### config.mk
export PLATFORM = sky130hd
export DESIGN_NAME = mbis_cell
export DESIGN_NICKNAME = d
export VERILOG_FILES = /design/src/mbis_pkg.sv /design/src/mbis_cell.sv
export SDC_FILE = /design/constraint.sdc
export NUM_CORES = 1
export LEC_CHECK = 0
export BUFFER_PORTS_ARGS = -buffer_cell sky130_fd_sc_hd__buf_2
export CORE_MARGIN = 1.5
export CORE_UTILIZATION = 47
export CTS_BUF_LIST = sky130_fd_sc_hd__clkbuf_8 sky130_fd_sc_hd__clkbuf_16
export CTS_CLUSTER_SIZE = 28
export DETAILED_ROUTE_END_ITERATION = 8
export PLACE_DENSITY = 0.79
export SKIP_CTS_REPAIR_TIMING = 1
export SYNTH_ARGS = -nofsm -noshare
export SYNTH_HDL_FRONTEND = slang
export SYNTH_SLANG_ARGS = --single-unit
### constraint.sdc
create_clock -name i_clk -period 3.9 [get_ports i_clk]
set_input_delay 0.39 -clock i_clk [delete_from_list [all_inputs] [get_ports i_clk]]
set_output_delay 0.39 -clock i_clk [all_outputs]
set_load 0.03 [all_outputs]
### src/mbis_pkg.sv
// Package for the streaming median block: item types, cell control and state codes.
// It depends on nothing; every module in src imports it.
package mbis_pkg;

    localparam int SAMPLE_WIDTH = 32;
    localparam int MEDIAN_WIDTH = SAMPLE_WIDTH + 1;
    localparam int COUNT_WIDTH  = 7;

    typedef logic signed [SAMPLE_WIDTH-1:0] t_sample;

    typedef struct packed {
        t_sample sample;
        logic    last;
    } t_in_item;

    typedef struct packed {
        logic signed [MEDIAN_WIDTH-1:0] median_x2;
        logic [COUNT_WIDTH-1:0]         count;
        logic                           overflow;
    } t_out_item;

    // Broadcast to every cell of the chain in each cycle.
    typedef struct packed {
        logic    ins;
        logic    shift;
        t_sample key;
    } t_cell_ctrl;

    typedef enum logic {
        S_LOAD,
        S_DRAIN
    } t_state;

endpackage

### src/mbis_cell.sv
// One cell of the sorted chain: holds a single sample and trades it with its neighbours.
// Depends on mbis_pkg for the sample and control types.
module mbis_cell
    import mbis_pkg::*;
(
    input  logic       i_clk,
    input  t_cell_ctrl i_ctrl,
    input  logic       i_occ,
    input  logic       i_first_free,
    input  t_sample    i_left_val,
    input  logic       i_left_gt,
    input  t_sample    i_right_val,
    output t_sample    o_val,
    output logic       o_gt
);

    t_sample r_val;
    t_sample n_val;

    // Strictly greater, so a new sample lands after any equal ones.
    assign o_gt  = i_occ && (r_val > i_ctrl.key);
    assign o_val = r_val;

    always_comb begin
        n_val = r_val;
        if (i_ctrl.ins && (o_gt || i_first_free)) begin
            // Either the left neighbour moves up into this place, or the new item lands here.
            n_val = i_left_gt ? i_left_val : i_ctrl.key;
        end else if (i_ctrl.shift) begin
            n_val = i_right_val;
        end
    end

    always_ff @(posedge i_clk) begin
        r_val <= n_val;
    end

endmodule
Yosys cells after proc, flatten, opt, wreduce, memory -nomap -nowiden
Cells that the tools add are included.
Widths: inputs -> output; s select.
- order comparisons: 1
- mux-type cells: 3
- reduce and logical (&&, ||, !) cells: 4
- operators by type and width (operator ; count):
    $mux 32 ; 3
    $gt 32x32->1 ; 1
    $logic_and 1x1->1 ; 2
    $reduce_bool 2->1 ; 1
    $logic_or 1x1->1 ; 1
- register bits after elaboration: 32
- bits of input ports: 102
- output and inout port bits: 33
- word-level logic and storage cells: 9

Longest topological paths before layout
Gate-level depths: netlist (run 1).
- depth after elaboration: 5
- depth in mapped cells: 10
- gate-level depth less buffers: 9

Worst setup path after synthesis (run 1)
No wires, ideal clock.
- path kind: flip-flop to flip-flop
- start: register r_val[27], in the netlist o_val[27]
- end: register r_val[0], in the netlist o_val[0] (enable)
- setup time: 0.345 ns
- arrival: 2.849 ns
- data required time: 3.555 ns
- slack: 0.707 ns
- cell stages (with the launch flop): 8
- buffers on the path: 0
- clock period less this slack: 3.193 ns
- cells stage by stage: edfxtp_1 > ha_1 > nand4_4 > or4_4 > o21a_1 > and3_1 > a22o_1 > or3_2
- word-level cells in the longest chain between the ends: 5
- RTL lines (element ; line ; text):
    start: declaration ; mbis_cell.sv:17 ; t_sample r_val;
    start signal: assignment ; mbis_cell.sv:35 ; r_val <= n_val;
    $gt 32x32->1 ; mbis_cell.sv:21 ; assign o_gt = i_occ && (r_val > i_ctrl.key);
    $logic_and 1x1->1 ; mbis_cell.sv:21 ;
    $logic_or 1x1->1 ; mbis_cell.sv:26 ; if (i_ctrl.ins && (o_gt || i_first_free)) begin
    $logic_and 1x1->1 ; mbis_cell.sv:26 ;
    $reduce_bool 2->1 (no source line) ; n/a ;
No other way between the ends.
A chain may end at the register's enable or synchronous reset.

Final worst setup path (run 1)
- start: register r_val[17], in the netlist o_val[17]
- end: register r_val[0], in the netlist o_val[0] (enable)
Same word-level chain as after synthesis.

==> reports/results.ini, run 1 <==
[critical_path]
reg2reg_from=o_val[17]
slowest_stage=or3_2
crit_chain=ha_1 > nand4_1 > or4_4 > o21a_1 > and3_1 > a22o_1 > or3_2
max_stage_delay_ns=0.78
cpLargestDelayFamily=simple AND/OR/NAND/NOR gates
end_kind=flip-flop
path_buf_inv=0
cp.arrival_ns=3.15
worstPathMaxFanout=32
worst_r2r_path_depth=7
required_ns=3.82
crit_type=flip-flop to flip-flop
r2r_end=o_val[0]
startpoint_type=flip-flop
regToRegSetupSlack_ns=0.66

[final_layout]
drive_gt1_share_pct=45.7
final_core_util_pct=63.7
area_growth_pct=30.6
layout_commonest_cell=buf_2
nets=527
largest_reg_flops=32
insertedDiodeCount=0
final_cell_mix=buf_2, nand2_1, o21ai_0
nFillCells=450

[grt]
grt_max_degree=64
antenna_found_initial=0
grt_overflow=0
grt_pass1_wl_mm=10.5
grt_pass1_vias=2342
grt_usage_pct=21.7

[sta]
timing.final.crit_period_ns=3.24
hold_viol_final=0
finalMaxSlewViolations=0
finalCritPeriodShare_pct=83.0
fin_skew_ns=0.00466
slew-limit-headroom_pct=39.5
tightest_slew_ns=0.907
whs_ns=0.401
fmax_mhz=309
setup_violations=0
setup_tns_ns=0
layout_setup_ws_ns=0.664
rsz0062_at_grt=false

[die]
io_pins=135
die_w_um=78.6
rows=27
coreArea_um2=5510
die_h_um=78.6
dieArea_um2=6170
start_util_pct=48.7

[power_and_ir_drop]
ir_drop_uv=258
switching_power_uw=441
p_leak_uw=0.00183
pwr-share-seq_pct=36.7
combPwrFrac_pct=39.2
power_frac_clock_pct=24.1
power.density_nw_per_um2=368
p_sw_share_pct=34.2
p_int_uw=848

[yosys]
synth_warnings=0
seq_area_frac_synth_pct=35.8
synthFlopType=edfxtp_1
ys_top_cells_by_area=edfxtp_1, mux2_4, ha_1, o21ai_0, nand2_1
postSynth.asyncResetShare_pct=0
synth-edff-count=32
synth_area_leader_cell=edfxtp_1
yosysTopAreaCellShare_pct=35.8
syn_inst=260
syn_nets=394
ys_types=34
syn_avg_cell_area_um2=10.3
syn-cell-area_um2=2680
ys_seq_elements=32

[routing]
wire_per_inst_um=13.9
wirelength_mm=6.48
routed_via_density=5.13
first_pass_iters=4
vias=2389
drc=0
drt_first_iter_violations=75
ant_nets=0

[outcome]
status=completed

[clock_tree]
clock_latency_ns=0.28
cts_num_sinks=32
numCtsBuffers=5
clkTransAtPathRegs_ns=0.07
cts_root_buffer=clkbuf_8
cts_buffer_depth=2
cts_tree=yes
h-tree-depth=2

[placement]
pre_cts_slack_ns=0.529
place.gp.congestion=0.767
hpwl_mm=5.11
io_buffers=134

[worst_hold_path]
holdCritPathClass=primary input to flip-flop
min_path_cells=2
min_to=o_val[31]
min_from=i_right_val[31]

[job]
cap_violations=0

[through the flow]
stage	power, uW	instance area [um2]	instances
after floorplan	835	2680	260
after global placement	970	3400	458
after detailed placement	986	3400	458
after CTS	1300	3510	466
after global routing	1360	3510	466
final	1290	3510	466
[worst max path at each step]
| stage | from | end | slack [ns] | cells after the start |
|---|---|---|---|---|
| global placement | i_ctrl[14] | o_val[30] | 0.57 | 9 |
| finish | o_val[17] | o_val[0] | 0.66 | 7 |
| detailed placement | i_ctrl[14] | o_val[5] | 0.53 | 9 |
| CTS | o_val[14] | o_val[9] | 0.62 | 7 |
| floorplan | o_val[27] | o_val[0] | 0.71 | 7 |
| global route | o_val[14] | o_val[10] | 0.49 | 7 |
[Yosys cell counts (all sizes together) (2+ instances only)]
library cell,count
edfxtp,32
nor2,3
or4,2
nand3,5
nand4,8
o21ai,34
o211ai,2
nand2,36
inv,32
ha,32
clkbuf,7
a21o,2
a211oi,2
nor3,2
a21oi,14
buf,3
mux2,33
[layout make-up]
class / instances / area, um2 / share of cell area (%)
clock buffers: 5 / 68.8 / 1.96
clock inverters: 3 / 37.5 / 1.07
inverters: 32 / 120 / 3.43
multi-input cells: 186 / 1540 / 44.0
flip-flops and latches: 32 / 961 / 27.4
well taps: 72 / 90.1 / 2.57
repair buffers: 136 / 686 / 19.6
[logic make-up after synthesis]
logic type / Yosys count / synth area share, %
multiplexers: 33 / 18.0
AO/OA/AOI/OAI: 60 / 12.8
adder cells (fa/ha/maj): 32 / 14.9
buffers and inverters: 42 / 6.71
AND/OR/NAND/NOR: 61 / 11.7
flip-flops: 32 / 35.8
[per-layer routing]
metal,GRT usage [%],wire [um],vias up
met5,0,0,-
met4,8.93,119,0
met3,4.88,471,9
met2,36.5,3130,84
met1,26.7,2760,1093
li1,-,-,1203
[power by group through the flow]
stage	Combinational (uW)	Sequential (uW)	Clock [uW]
2_1_floorplan	263	572	0
3_3_place_gp	493	478	0
3_5_place_dp	506	480	0
4_1_cts	510	473	317
5_1_grt	554	478	329
6_report	505	473	311
No activity file was read; power rests on OpenSTA's default activity.
==> inputs of run 2 (changes only) <==
--- a/config.mk
+++ b/config.mk
@@ -7,11 +7,11 @@
 export LEC_CHECK = 0
 export BUFFER_PORTS_ARGS = -buffer_cell sky130_fd_sc_hd__buf_2
 export CORE_MARGIN = 1.5
-export CORE_UTILIZATION = 47
+export CORE_UTILIZATION = 42
 export CTS_BUF_LIST = sky130_fd_sc_hd__clkbuf_8 sky130_fd_sc_hd__clkbuf_16
 export CTS_CLUSTER_SIZE = 28
 export DETAILED_ROUTE_END_ITERATION = 8
-export PLACE_DENSITY = 0.79
+export PLACE_DENSITY = 0.74
 export SKIP_CTS_REPAIR_TIMING = 1
 export SYNTH_ARGS = -nofsm -noshare
 export SYNTH_HDL_FRONTEND = slang
==> constraint.sdc (replaced) <==
create_clock -name i_clk -period 2.9 [get_ports i_clk]
set_input_delay 0.29 -clock i_clk [delete_from_list [all_inputs] [get_ports i_clk]]
set_output_delay 0.29 -clock i_clk [all_outputs]
set_load 0.03 [all_outputs]
==> run 2 against run 1 <==
Compared with the run above:
- the flow now finishes with violations (setup timing)
- highest routed layer unchanged
- register-to-register slack worse by 0.75 ns
- global-route usage down 2.1 points
- largest cell class unchanged
- critical endpoint is now o_val[17]
- routed wire length up 5.4%
- clock-buffer cell count unchanged
- sequential share of layout area down 2.1 points
- first-iteration DRC count up 17%
==> reports/results.ini, run 2 (same netlist as run 1, synthesis figures left out) <==
[outcome]
status=finished with violations
failed_checks=setup timing

[power_and_ir_drop]
power.density_nw_per_um2=458  ; +25%
p_total_uw=1740  ; +35%
switching_power_uw=611  ; +39%
ir_drop_uv=234  ; -9.4%
p_sw_share_pct=35.2  ; +0.97 points
p_leak_uw=0.00196  ; +7.4%
power_frac_clock_pct=18.6  ; -5.5 points
pwr-share-seq_pct=36.8  ; about the same
p_int_uw=1130  ; +33%
combPwrFrac_pct=44.6  ; +5.4 points

[die]
die_w_um=82.9  ; +5.6%
coreArea_um2=6060  ; +10%
start_util_pct=44.3  ; -4.5 points
die_h_um=82.9  ; +5.6%
dieArea_um2=6880  ; +11%
rows=28  ; +3.7%
io_pins=135  ; unchanged

[sta]
setup_violations=32  ; +32
layout_setup_ws_ns=-0.0836  ; -0.748 ns
rsz0062_at_grt=true
finalCritPeriodShare_pct=103  ; +20 points
slew-limit-headroom_pct=58.4  ; +19 points
tightest_slew_ns=0.625  ; -0.282 ns
hold_viol_final=0  ; unchanged
finalMaxSlewViolations=0  ; unchanged
fin_skew_ns=0.00677  ; +0.00211 ns
fmax_mhz=335  ; +8.5%
setup_tns_ns=-1.54  ; -1.54 ns
timing.final.crit_period_ns=2.98  ; -0.252 ns

[final_layout]
area_growth_pct=41.2
drive_gt1_share_pct=50.1  ; +4.4 points
regArea_um2=961  ; unchanged
largest_reg_flops=32  ; unchanged
final_core_util_pct=62.5  ; -1.1 points
layout_commonest_cell=buf_2
insertedDiodeCount=0  ; unchanged
final_cell_mix=buf_2, nand2_1, inv_1
nFillCells=530  ; +18%
multi_input_area_um2=1620  ; +5.0%
nets=548  ; +4.0%

[placement]
io_buffers=134  ; unchanged
hpwl_mm=5.53  ; +8.1%
place.gp.congestion=0.895  ; +17%

[critical_path]
required_ns=2.92  ; -0.90 ns
crit_chain=ha_4 > nand4_1 > or4_4 > o21a_1 > and3_1 > a22o_1 > nor2_4 > buf_12 > mux2_4
max_stage_delay_ns=0.55  ; -0.23 ns
end_kind=flip-flop
cp.arrival_ns=3.01  ; -0.14 ns
startpoint_type=flip-flop
worstPathMaxFanout=20  ; -38%
slowest_stage=or4_4
crit_type=flip-flop to flip-flop

[routing]
vias=2471  ; +3.4%
ant_nets=0  ; unchanged
wirelength_mm=6.83  ; +5.4%
first_pass_iters=4  ; unchanged
drt_first_iter_violations=88  ; +17%
wire_per_inst_um=13.9  ; +0.23%
drc=0  ; unchanged
routed_via_density=5.04  ; -1.6%

[clock_tree]
h-tree-depth=2  ; unchanged
clock_latency_ns=0.28  ; about the same
numCtsBuffers=5  ; unchanged
cts_buffer_depth=2  ; unchanged
cts_root_buffer=clkbuf_8
cts_num_sinks=32  ; unchanged
cts_tree=yes
clkTransAtPathRegs_ns=0.07  ; about the same

[grt]
grt_pass1_wl_mm=11.2  ; +7.5%
grt_usage_pct=19.5  ; -2.1 points
antenna_found_initial=0  ; unchanged
grt_pass1_vias=2488  ; +6.2%
grt_overflow=0  ; unchanged
grt_max_degree=43  ; -33%

[worst_hold_path]
holdCritPathClass=primary input to flip-flop

[job]
cap_violations=0  ; unchanged

-- run 2: changes by cell type in the layout (fill, tap and decap cells not counted), sizes merged --
cell	previous run	this run
buf	136	156
bufinv	1	0
clkbuf	5	6
clkinv	2	1
inv	32	34
-- run 2: final cells by class --
cell class / count / share of cell area (%)
multi-input cells: 186 / 42.8
flip-flops and latches: 32 / 25.4
repair buffers: 157 / 24.1
inverters: 32 / 3.17
well taps: 75 / 2.48
clock buffers: 5 / 1.82
clock inverters: 3 / 0.297
-- run 2: worst paths after layout --
path                       start        end  slack, ns  depth (start not counted)
setup / recovery       o_val[14]  o_val[17]      -0.08                          9
hold / removal    i_right_val[0]   o_val[0]       0.30                          2
setup reg to reg       o_val[14]  o_val[17]      -0.08                          9
hold reg to reg        o_val[31]  o_val[15]       1.37                          6
-- run 2: power groups by stage --
stage / logic, uW / registers [uW] / clock network [uW]
floorplan: 365 / 772 / 0
global placement: 738 / 645 / 0
detailed placement: 757 / 648 / 0
CTS: 762 / 638 / 330
global route: 843 / 647 / 343
finish: 775 / 639 / 323
-- run 2: worst max-delay path, delay by kind of cell (launching register included) --
kind / cells / cell delay [ns]
flops: 1 / 0.43
fa+ha+maj: 1 / 0.30
buf+inv: 1 / 0.21
compound gates: 2 / 0.42
mux: 1 / 0.33
simple gates: 4 / 1.04
-- run 2: metrics by stage --
| step | std cells | instance area [um2] | worst slack (ns) | hold slack [ns] |
|---|---|---|---|---|
| after floorplan | 260 | 2740 | -0.136 | 0.494 |
| after global placement | 480 | 3650 | -0.0440 | 0.583 |
| after detailed placement | 480 | 3650 | -0.0946 | 0.578 |
| after CTS | 488 | 3730 | -0.106 | 0.292 |
| after global routing | 490 | 3790 | -0.185 | 0.303 |
| final | 490 | 3790 | -0.0836 | 0.305 |
-- run 2: routing by layer --
layer	global-route usage [%]	part of all wire, %	up-vias
met4	5.76	0.92	0
met3	2.68	5.0	6
li1	-	-	1247
met5	0	0	-
met1	25.5	44	1139
met2	33.6	50	79
